File: config.mk
export PLATFORM = sky130hd
export DESIGN_NAME = numeric_literal_scanner
export DESIGN_NICKNAME = d
export VERILOG_FILES = /design/src/rtl/nls_pkg.sv /design/src/rtl/nls_step.sv /design/src/rtl/numeric_literal_scanner.sv
export SDC_FILE = /design/constraint.sdc
export NUM_CORES = 1
export LEC_CHECK = 0
export ABC_AREA = 1
export BUFFER_PORTS_ARGS = -buffer_cell sky130_fd_sc_hd__buf_2
export CORE_ASPECT_RATIO = 0.9
export CORE_MARGIN = 1
export CORE_UTILIZATION = 50
export DETAILED_ROUTE_END_ITERATION = 6
export PLACE_DENSITY_LB_ADDON = 0.15
export SYNTH_ARGS = -nofsm -noshare
export SYNTH_HDL_FRONTEND = slang
export SYNTH_SLANG_ARGS = --single-unit
File: constraint.sdc
create_clock -name clk -period 10.9 [get_ports clk]
set_input_delay 0.545 -clock clk [delete_from_list [all_inputs] [get_ports clk]]
set_output_delay 0.545 -clock clk [all_outputs]
set_load 0.01 [all_outputs]
File: src/rtl/nls_pkg.sv
// ----------------------------------------------------------------------------
// nls_pkg
// Types and constants shared by the numeric literal scanner.
// ----------------------------------------------------------------------------
`timescale 1ns / 1ps

package nls_pkg;

    typedef enum logic [2:0] {
        MODE_IDLE,
        MODE_DEC,
        MODE_DECZ,
        MODE_HEX,
        MODE_BIN,
        MODE_STAT
    } scan_mode_t;

    typedef enum logic [1:0] {
        CLASS_OTHER,
        CLASS_SEP,
        CLASS_POINT
    } char_class_t;

    typedef struct packed {
        scan_mode_t  mode;
        logic [63:0] acc;
        logic [4:0]  frac_cnt;
        logic        ovf;
        logic        bad;
        logic        long_sfx;
        logic        point;
        char_class_t last_class;
        logic        digit;
    } scan_state_t;

    typedef struct packed {
        logic [7:0] ch;
        logic       first;
        logic       last;
    } char_word_t;

    typedef struct packed {
        logic [1:0]  token_kind;
        logic [3:0]  error_code;
        logic [63:0] value;
        logic [4:0]  frac_digits;
    } token_word_t;

    localparam scan_state_t STATE_CLEAR = '{
        mode:       MODE_IDLE,
        acc:        64'd0,
        frac_cnt:   5'd0,
        ovf:        1'b0,
        bad:        1'b0,
        long_sfx:   1'b0,
        point:      1'b0,
        last_class: CLASS_OTHER,
        digit:      1'b0
    };

    // character codes
    localparam logic [7:0] CH_ZERO       = 8'h30;
    localparam logic [7:0] CH_ONE        = 8'h31;
    localparam logic [7:0] CH_NINE       = 8'h39;
    localparam logic [7:0] CH_UNDERSCORE = 8'h5F;
    localparam logic [7:0] CH_POINT      = 8'h2E;
    localparam logic [7:0] CH_HASH       = 8'h23;
    localparam logic [7:0] CH_LOWER_L    = 8'h6C;
    localparam logic [7:0] CH_UPPER_L    = 8'h4C;
    localparam logic [7:0] CH_LOWER_X    = 8'h78;
    localparam logic [7:0] CH_UPPER_X    = 8'h58;
    localparam logic [7:0] CH_LOWER_B    = 8'h62;
    localparam logic [7:0] CH_UPPER_B    = 8'h42;
    localparam logic [7:0] CH_LOWER_A    = 8'h61;
    localparam logic [7:0] CH_LOWER_F    = 8'h66;
    localparam logic [7:0] CH_UPPER_A    = 8'h41;
    localparam logic [7:0] CH_UPPER_F    = 8'h46;

    localparam logic [4:0] FRAC_MAX = 5'd19;

    // token kinds
    localparam logic [1:0] KIND_INT    = 2'd0;
    localparam logic [1:0] KIND_LONG   = 2'd1;
    localparam logic [1:0] KIND_FRAC   = 2'd2;
    localparam logic [1:0] KIND_STATIC = 2'd3;

    // error codes
    localparam logic [3:0] ERR_NONE        = 4'd0;
    localparam logic [3:0] ERR_BAD_DEC     = 4'd1;
    localparam logic [3:0] ERR_BAD_HEX     = 4'd2;
    localparam logic [3:0] ERR_BAD_BIN     = 4'd3;
    localparam logic [3:0] ERR_END_SEP     = 4'd4;
    localparam logic [3:0] ERR_END_POINT   = 4'd5;
    localparam logic [3:0] ERR_FRAC        = 4'd6;
    localparam logic [3:0] ERR_LONG_BIG    = 4'd7;
    localparam logic [3:0] ERR_INT_BIG     = 4'd8;
    localparam logic [3:0] ERR_STAT_BAD    = 4'd9;
    localparam logic [3:0] ERR_STAT_EMPTY  = 4'd10;
    localparam logic [3:0] ERR_STAT_BIG    = 4'd11;

endpackage

File: src/rtl/nls_step.sv
// ----------------------------------------------------------------------------
// nls_step
// Per-character scan step: next scan state and the token for a closing word.
// ----------------------------------------------------------------------------
`timescale 1ns / 1ps

module nls_step
    import nls_pkg::*;
(
    input  scan_state_t cur,
    input  char_word_t  word,
    output scan_state_t nxt,
    output token_word_t result,
    output logic        emit
);

    logic [7:0]  c;
    logic        is_digit;
    logic        is_long;
    logic        is_sep;
    logic        is_hex_lo;
    logic        is_hex_up;
    logic [3:0]  dec_val;
    logic [3:0]  hex_val;
    logic [67:0] mul10;
    scan_mode_t  mode_eff;
    logic        skip;

    assign c         = word.ch;
    assign is_digit  = (c >= CH_ZERO) && (c <= CH_NINE);
    assign is_long   = (c == CH_LOWER_L) || (c == CH_UPPER_L);
    assign is_sep    = (c == CH_UNDERSCORE);
    assign is_hex_lo = (c >= CH_LOWER_A) && (c <= CH_LOWER_F);
    assign is_hex_up = (c >= CH_UPPER_A) && (c <= CH_UPPER_F);
    assign dec_val   = 4'(c - CH_ZERO);

    always_comb
    begin
        if (is_digit)
            hex_val = dec_val;
        else if (is_hex_lo)
            hex_val = 4'(c - CH_LOWER_A + 8'd10);
        else if (is_hex_up)
            hex_val = 4'(c - CH_UPPER_A + 8'd10);
        else
            hex_val = 4'd0;
    end

    // times ten as shift-add; a carry past bit 63 means overflow
    assign mul10 = ({4'd0, cur.acc} << 3) + ({4'd0, cur.acc} << 1) + {64'd0, dec_val};

    // next state
    always_comb
    begin
        nxt      = cur;
        mode_eff = cur.mode;
        skip     = 1'b0;
        if (word.first)
        begin
            nxt = STATE_CLEAR;
            if (is_digit)
            begin
                nxt.acc  = {60'd0, dec_val};
                nxt.mode = (c == CH_ZERO) ? MODE_DECZ : MODE_DEC;
            end
            else if (c == CH_POINT)
            begin
                nxt.point      = 1'b1;
                nxt.last_class = CLASS_POINT;
                nxt.mode       = MODE_DEC;
            end
            else if (c == CH_HASH)
                nxt.mode = MODE_STAT;
            else
            begin
                nxt.bad  = 1'b1;
                nxt.mode = MODE_DEC;
            end
        end
        else if (cur.mode != MODE_IDLE && !cur.long_sfx)
        begin
            if (cur.mode == MODE_DECZ)
            begin
                if (c == CH_LOWER_X || c == CH_UPPER_X)
                begin
                    mode_eff = MODE_HEX;
                    skip     = 1'b1;
                end
                else if (c == CH_LOWER_B || c == CH_UPPER_B)
                begin
                    mode_eff = MODE_BIN;
                    skip     = 1'b1;
                end
                else
                    mode_eff = MODE_DEC;
            end
            nxt.mode = mode_eff;
            if (skip)
                nxt.last_class = CLASS_OTHER;
            else
            begin
                case (mode_eff)
                    MODE_DEC:
                    begin
                        nxt.last_class = is_sep ? CLASS_SEP :
                                         (c == CH_POINT) ? CLASS_POINT : CLASS_OTHER;
                        if (is_digit)
                        begin
                            if (!cur.ovf)
                            begin
                                if (mul10[67:64] != 4'd0)
                                    nxt.ovf = 1'b1;
                                else if (cur.point && cur.frac_cnt >= FRAC_MAX)
                                    nxt.ovf = 1'b1;
                                else
                                begin
                                    nxt.acc = mul10[63:0];
                                    if (cur.point)
                                        nxt.frac_cnt = cur.frac_cnt + 5'd1;
                                end
                            end
                        end
                        else if (is_sep)
                            nxt.bad = cur.bad;
                        else if (!cur.point && c == CH_POINT)
                            nxt.point = 1'b1;
                        else if (!cur.point && is_long)
                            nxt.long_sfx = 1'b1;
                        else
                            nxt.bad = 1'b1;
                    end
                    MODE_HEX:
                    begin
                        nxt.last_class = is_sep ? CLASS_SEP : CLASS_OTHER;
                        if (is_long && !is_digit && !is_hex_lo && !is_hex_up)
                            nxt.long_sfx = 1'b1;
                        else if (!is_sep)
                        begin
                            // a bad character still shifts in a zero nibble
                            if (!is_digit && !is_hex_lo && !is_hex_up)
                                nxt.bad = 1'b1;
                            if (cur.acc[63:60] != 4'd0)
                                nxt.ovf = 1'b1;
                            else
                                nxt.acc = {cur.acc[59:0], hex_val};
                        end
                    end
                    MODE_BIN:
                    begin
                        nxt.last_class = is_sep ? CLASS_SEP : CLASS_OTHER;
                        if (c == CH_ZERO || c == CH_ONE)
                        begin
                            if (cur.acc[63])
                                nxt.ovf = 1'b1;
                            nxt.acc = {cur.acc[62:0], c[0]};
                        end
                        else if (is_long)
                            nxt.long_sfx = 1'b1;
                        else if (!is_sep)
                            nxt.bad = 1'b1;
                    end
                    MODE_STAT:
                    begin
                        nxt.last_class = is_sep ? CLASS_SEP :
                                         (c == CH_POINT) ? CLASS_POINT : CLASS_OTHER;
                        if (is_digit)
                        begin
                            nxt.digit = 1'b1;
                            if (!cur.ovf)
                            begin
                                nxt.acc = mul10[63:0];
                                if (mul10[63:31] != 33'd0)
                                    nxt.ovf = 1'b1;
                            end
                        end
                        else
                            nxt.bad = 1'b1;
                    end
                    default:
                    begin
                        nxt = cur;
                    end
                endcase
            end
        end
    end

    // token for a closing word, taken from the updated state
    always_comb
    begin
        emit   = word.last && (word.first || cur.mode != MODE_IDLE);
        result = '{token_kind: KIND_INT, error_code: ERR_NONE,
                   value: 64'd0, frac_digits: 5'd0};
        case (nxt.mode)
            MODE_STAT:
            begin
                if (nxt.bad)
                    result.error_code = ERR_STAT_BAD;
                else if (!nxt.digit)
                    result.error_code = ERR_STAT_EMPTY;
                else if (nxt.ovf)
                    result.error_code = ERR_STAT_BIG;
                else
                begin
                    result.token_kind = KIND_STATIC;
                    result.value      = nxt.acc;
                end
            end
            MODE_DEC, MODE_DECZ:
            begin
                if (nxt.bad)
                    result.error_code = ERR_BAD_DEC;
                else if (nxt.last_class == CLASS_SEP)
                    result.error_code = ERR_END_SEP;
                else if (nxt.last_class == CLASS_POINT)
                    result.error_code = ERR_END_POINT;
                else if (nxt.point)
                begin
                    if (nxt.ovf)
                        result.error_code = ERR_FRAC;
                    else
                    begin
                        result.token_kind  = KIND_FRAC;
                        result.value       = nxt.acc;
                        result.frac_digits = nxt.frac_cnt;
                    end
                end
                else if (nxt.long_sfx)
                begin
                    if (nxt.ovf || nxt.acc[63])
                        result.error_code = ERR_LONG_BIG;
                    else
                    begin
                        result.token_kind = KIND_LONG;
                        result.value      = nxt.acc;
                    end
                end
                else if (nxt.ovf || nxt.acc[63:31] != 33'd0)
                    result.error_code = ERR_INT_BIG;
                else
                    result.value = nxt.acc;
            end
            default:
            begin
                // hex and binary
                if (nxt.bad)
                    result.error_code = (nxt.mode == MODE_HEX) ? ERR_BAD_HEX : ERR_BAD_BIN;
                else if (nxt.last_class == CLASS_SEP)
                    result.error_code = ERR_END_SEP;
                else if (nxt.long_sfx)
                begin
                    if (nxt.ovf)
                        result.error_code = ERR_LONG_BIG;
                    else
                    begin
                        result.token_kind = KIND_LONG;
                        result.value      = nxt.acc;
                    end
                end
                else if (nxt.ovf || nxt.acc[63:32] != 32'd0)
                    result.error_code = ERR_INT_BIG;
                else
                    result.value = {32'd0, nxt.acc[31:0]};
            end
        endcase
    end

endmodule

File: src/rtl/numeric_literal_scanner.sv
// ----------------------------------------------------------------------------
// numeric_literal_scanner
// Scans framed numeric literals one character a word and emits one token
// word at each literal's closing character.
// ----------------------------------------------------------------------------
//  channel   dir  handshake                  payload
//  char      in   char_valid / char_ready    char_data  (ch, first, last)
//  token     out  token_valid / token_ready  token_data (kind, error, value, frac)
//
//  one character word is taken every cycle while char_ready is high; the scan
//  state register loop closes through one times-ten shift-add and its carry check
//  a token appears in the output register the cycle after its closing word
//  reset clears the scan state and empties the output register
//  char_ready drops only while a token is held and token_ready is low
// ----------------------------------------------------------------------------
`timescale 1ns / 1ps

module numeric_literal_scanner
    import nls_pkg::*;
(
    input  logic        clk,
    input  logic        rst_n,
    input  logic        char_valid,
    output logic        char_ready,
    input  char_word_t  char_data,
    output logic        token_valid,
    input  logic        token_ready,
    output token_word_t token_data
);

    scan_state_t state_reg;
    scan_state_t state_next;
    scan_state_t step_state;
    token_word_t step_token;
    logic        step_emit;
    logic        accept;

    logic        token_valid_reg;
    logic        token_valid_next;
    token_word_t token_data_reg;

    nls_step u_step (
        .cur    (state_reg),
        .word   (char_data),
        .nxt    (step_state),
        .result (step_token),
        .emit   (step_emit)
    );

    assign char_ready = !token_valid_reg || token_ready;
    assign accept     = char_valid && char_ready;

    // a closing word always leaves the scanner empty
    always_comb
    begin
        state_next = state_reg;
        if (accept)
            state_next = char_data.last ? STATE_CLEAR : step_state;
    end

    always_comb
    begin
        token_valid_next = token_valid_reg && !token_ready;
        if (accept && step_emit)
            token_valid_next = 1'b1;
    end

    always_ff @(posedge clk or negedge rst_n)
    begin
        if (!rst_n)
        begin
            state_reg       <= STATE_CLEAR;
            token_valid_reg <= 1'b0;
        end
        else
        begin
            state_reg       <= state_next;
            token_valid_reg <= token_valid_next;
        end
    end

    always_ff @(posedge clk)
    begin
        if (accept && step_emit)
            token_data_reg <= step_token;
    end

    assign token_valid = token_valid_reg;
    assign token_data  = token_data_reg;

    a_close_clears: assert property (@(posedge clk) disable iff (!rst_n)
        (accept && char_data.last) |=> (state_reg.mode == MODE_IDLE))
        else $error("scan state not cleared after closing word");

    a_close_emits: assert property (@(posedge clk) disable iff (!rst_n)
        (accept && char_data.last && (char_data.first || state_reg.mode != MODE_IDLE))
        |=> token_valid)
        else $error("closing word produced no token");

    a_stray_ignored: assert property (@(posedge clk) disable iff (!rst_n)
        (accept && !char_data.first && state_reg.mode == MODE_IDLE) |=>
        (state_reg.mode == MODE_IDLE && state_reg.acc == 64'd0))
        else $error("stray word opened a literal");

    a_frac_bound: assert property (@(posedge clk) disable iff (!rst_n)
        (state_reg.frac_cnt <= FRAC_MAX) &&
        (state_reg.point || state_reg.frac_cnt == 5'd0))
        else $error("fraction digit count out of range");

    a_error_zero: assert property (@(posedge clk) disable iff (!rst_n)
        (token_valid && token_data.error_code != ERR_NONE) |->
        (token_data.value == 64'd0 && token_data.token_kind == KIND_INT))
        else $error("error token carries a value");

endmodule

After elaboration in Yosys (flattened, before gate mapping) --
Index checks and enable logic that the tools add are counted. W data, S select, Z words.
Cells by class: equal/unequal tests 22, add/sub/neg operators 8, muxes and demuxes 121, bitwise gates (word level) 2, magnitude comparators 7, reduce and logical (&&, ||, !) cells 43
Operator list (count):
- $mux W64 | 13
- $mux W69 | 6
- $pmux W64 S4 | 1
- $mux W79 | 3
- $mux W70 | 3
- $pmux W70 S2 | 1
- $mux W68 | 2
- $mux W76 | 1
- $add A67 B65 Y68 | 1
- $add A68 B4 Y68 | 1
- $reduce_bool A33 Y1 | 2
- $eq A8 B7 Y1 const B | 7
- $mux W4 | 14
- $mux W3 | 15
- $mux W1 | 37
- $mux W2 | 18
- $eq A8 B6 Y1 const B | 4
- $mux W32 | 1
- $reduce_bool A32 Y1 | 1
- $ge A8 B7 Y1 const B | 2
- $le A8 B7 Y1 const B | 2
- $logic_and A1 B1 Y1 | 16
- $mux W5 | 3
- $eq A3 B2 Y1 const B | 4
- other kinds (21) | 45
Word-level totals: register bits 155, input bits 14

Depth between registers and ports, before layout --
word-level depth 22, mapped depth 36, mapped depth without buffers 34

By module --
From an unflattened synthesis, not the netlist that was laid out.
Unflattened totals: cells, all modules 3048, area total of the unflattened synthesis 18539.0 sq um
Modules (own cells, without submodules):
- nls_step | instances 1, cells an instance 2457, seq. area each 0.0 sq um, area each 12438.2 sq um
- numeric_literal_scanner | instances 1, cells an instance 591, seq. area each 4254.1 sq um, area each 6100.9 sq um

Worst setup path after synthesis --
Ideal clock, no wire load.
kind in2reg, from input port char_data[4] (netlist name), to register token_data_reg (netlist bit token_data[0]), enable pin, cell stages on the path 8, slack 3.936 ns, arrival 6.364 ns, data required time 10.300 ns, cells stage by stage buf_2 -> nor2_1 -> nand3_1 -> nand2_1 -> o21ai_1 -> nand2_1 -> nor2_1 -> nor3_1
RTL lines:
- start: declaration | line numeric_literal_scanner.sv:25 | input char_word_t char_data,
- end signal: assignment | line numeric_literal_scanner.sv:85 | token_data_reg <= step_token;
- end: declaration | line numeric_literal_scanner.sv:40 | token_word_t token_data_reg;

==> summary.md <==
| Metric | Value |
|---|---|
| Outcome | complete, but fails checks |
| Failing checks | DRC |
| Synth async-reset ratio | between 50% and 60% |
| H-tree depth | 4 |
| Skew final | 0.0157 ns |
| DR vias | between 20,000 and 25,000 |
| Fillcell total | ~3,500 |
| GR Overflow Total | 0 |
| Worst Path Required | 11.09 ns |
| Post-place instance area | 18,200 um^2 |
| Largest cells by area after synthesis | nand2_1, edfxtp_1, dfrtp_1 |
| Ys Warns | 0 |
| Final Max Slew Viols | 0 |
| Max Used Layer | met4 |
| Initial antenna violation count | 0 |
| Leading area contributor after synthesis | nand2_1 |
| Register area share after synthesis | 24.3% |
| Core area | 34,200 um^2 |
| Count of final hold-check violations | 0 |
| Logic gate share of total power | approximately 30% |
| Power density cells | 101 nW/um^2 |
| Area Overhead vs Synth | 7.50% |
| Period utilisation layout | about 60% |
| Crit Path Max Fanout | 57 |
| Pin count of the biggest net entering global routing | 81 |
| Int Power | 0.00115 W |
| P_leak | 9.24 nW |
| Layout cells sized above 1 | 6.87% |
| Startpoint Class | flip-flop |
| GR Util All Layers | 38.8% |
| Crit path kind | reg -> reg |
| Synth Register Bits | between 150 and 200 |
| Synth top area share | between 15 and 20% |
| Ant diodes | 0 |
| Ports | around 90 |
| Clock root cell | clkbuf_16 |
| Sequential share of power | 36.1% |
| Mapped Avg Cell Area | 6.35 um^2 |
| Post-DR wirelength/cell | between 20 and 25 um |
| Syn Inst Count | 2,753 |
| Minimum clock period | 6.68 ns |
| Clock transition at the registers of the reported paths | 0.08 ns |
| Post-CTS sizing | 0 |
| Crit end category | flip-flop |
| First-pass GRT wire length | 107,000 um |
| Post-Syn Area | 17,500 um^2 |
| Hold crit path type | in -> reg |
| Wl on met1 | 30,700 um |
| Row count | 64 |
| First drt pass iteration count | 7 |
| Final ANT Viol Nets | 0 |
| Mapped Nets | 2,904 |
| Gpl congestion | 1.10 |
| Clock latency on the worst-skew pair | 0.48 ns |
| Post-route setup TNS | 0 ns |
| Die Ht | 179 um |
| Final Instance Area | 18,800 um^2 |
| Maximum clock insertion buffer count | 2 |
| Nets | a little under 3,000 |
| Routed vias/inst | 6.20 |
| Worst VDD drop | 0.107 mV |
| CTS tree | done |
| Final setup viols | 0 |
| Switching share of power | 39.5% |
| DIE WIDTH | roughly 200 um |
| Max cap viols | 0 |
| Largest register FFs | 79 |
| Max transition margin | 22.9% |
| Met2 WL | 28,000 um |
| Initial Util | roughly half |
| Main flop type after synthesis | dfrtp_1 |
| RSZ-0062 raised after global routing | false |
| Routed Wire Length | 69,100 um |
| Synth cell types | 48 |
| Post-route DRC | 1 |
| Number of global-route vias before repair | 18,200 |
| Clk sinks | 155 |
| Worst Max-Slew Pin Slew | around 1.2 ns |
| Total die area | 35,700 um^2 |
| Worst EP arrival | 6.87 ns |
| CTS Buf Count | 17 |
| FMAX | 150 MHz |
| Buffers on Ports | 90 |
| Hpwl dp | 53,400 um |
| EDFF count, synth | 75 |
| Met3 wire len | 8470 um |
| Sw power | 0.000751 W |
| Drt first-iter violations | 2,660 |
| Clk network pwr share | 33.6% |
[final timing paths]
kind                               start              to  slack [ns]  cells after the start
max in group asynchronous          rst_n   state_reg[64]        9.16                      3
max reg2reg                state_reg[55]  token_data[29]        4.22                     25
min                          token_ready     token_valid        0.38                      4
max                        state_reg[55]  token_data[29]        4.22                     25
min reg2reg                 state_reg[0]    state_reg[0]        0.50                      2
min in group asynchronous          rst_n   state_reg[37]        0.55                      2
[what timing repair did]
action | 4_1_cts | 5_1_grt
hold endpoints to repair | 2 | 0
buffers inserted | 0 | 0
hold buffers | 1 | 0
[synth_stat cells (29+ instances only)]
| cell type | instances |
|---|---|
| nand2_1 | 772 |
| inv_1 | 363 |
| nor2_1 | 272 |
| a21oi_1 | 175 |
| nand3_1 | 156 |
| ha_1 | 135 |
| o21ai_0 | 127 |
| clkbuf_1 | 82 |
| dfrtp_1 | 80 |
| edfxtp_1 | 75 |
| o22ai_1 | 73 |
| o221ai_1 | 55 |
| nand4_1 | 52 |
| o211ai_1 | 48 |
| nor3_1 | 34 |
| a211oi_1 | 29 |
[worst max-delay path, stage by stage, from the launching register on]
cell and delay (ns):
dfrtp_1 0.53, ha_1 0.38, ha_1 0.41, nand2_1 0.13
nor2_1 0.18, inv_1 0.13, nor3_1 0.68, nand2_1 0.23
nor2_1 0.20, nor2_1 0.08, nand3b_1 0.09, nand2_1 0.09
nand2_1 0.08, nor2_1 0.04, nand2_1 0.05, nor2_1 0.04
nand3_1 0.09, nand2_1 0.07, nand2_1 0.08, nand2_2 0.63
inv_2 0.66, nor2_1 0.13, a31oi_1 0.30, nand2_1 0.16
nor2_4 0.72, nor2_1 0.13
[placed cells by master, fill, tap and decap left out, types with 48 or more instances in the layout]
master and n:
o211ai_1 48, buf_2 89, nand3_1 156, nand4_1 52, nor2_1 271, ha_1 135
inv_1 362, edfxtp_1 75, o22ai_1 73, nand2_1 770, o221ai_1 55, o21ai_0 127
dfrtp_1 80, a21oi_1 175
[per-layer routing]
metal  up-vias  GRT usage (%)
met5         -              0
met4         0           11.8
met3       126           7.90
met2      1281           54.5
met1      9375           58.7
li1       9339              -
[layout make-up]
type	instances	area [um^2]	area share, %
clock buffer	20	447	2.38
tap	462	578	3.07
clock inverter	11	138	0.732
multi-input combinational	2103	11300	60.3
timing repair buffer	112	621	3.30
inverter	380	1430	7.59
sequential	155	4250	22.6
[per-stage QoR]
stage	setup WS (ns)	power, W	std cells	util, %	hold slack (ns)
5_1_grt	3.86	0.00197	3243	55.0	0.417
6_report	4.22	0.00190	3243	55.0	0.378
3_3_place_gp	4.52	0.00124	3211	53.2	0.467
2_1_floorplan	3.94	0.00108	2753	-	0.249
3_5_place_dp	4.38	0.00125	3211	53.2	0.478
4_1_cts	4.53	0.00188	3243	55.0	0.368
[power groups by stage]
stage	registers [W]	logic (W)	clock network (W)
floorplan	0.000690	0.000388	0
detailed placement	0.000694	0.000553	0
CTS	0.000683	0.000556	0.000640
global placement	0.000693	0.000550	0
global route	0.000687	0.000621	0.000662
finish	0.000685	0.000577	0.000638
[cell families (layout without fill, tap and decap cells)]
kind of cell,count (synthesis),count (layout),synth area share (%)
AND/OR/NAND/NOR,1343,1343,32.0
AO/OA/AOI/OAI,581,581,20.7
buffers and inverters,495,523,11.0
flip-flops,155,155,24.3
adder cells (fa/ha/maj),137,137,9.89
XOR/XNOR,42,42,2.10
Power figures use the tool's default switching activity.
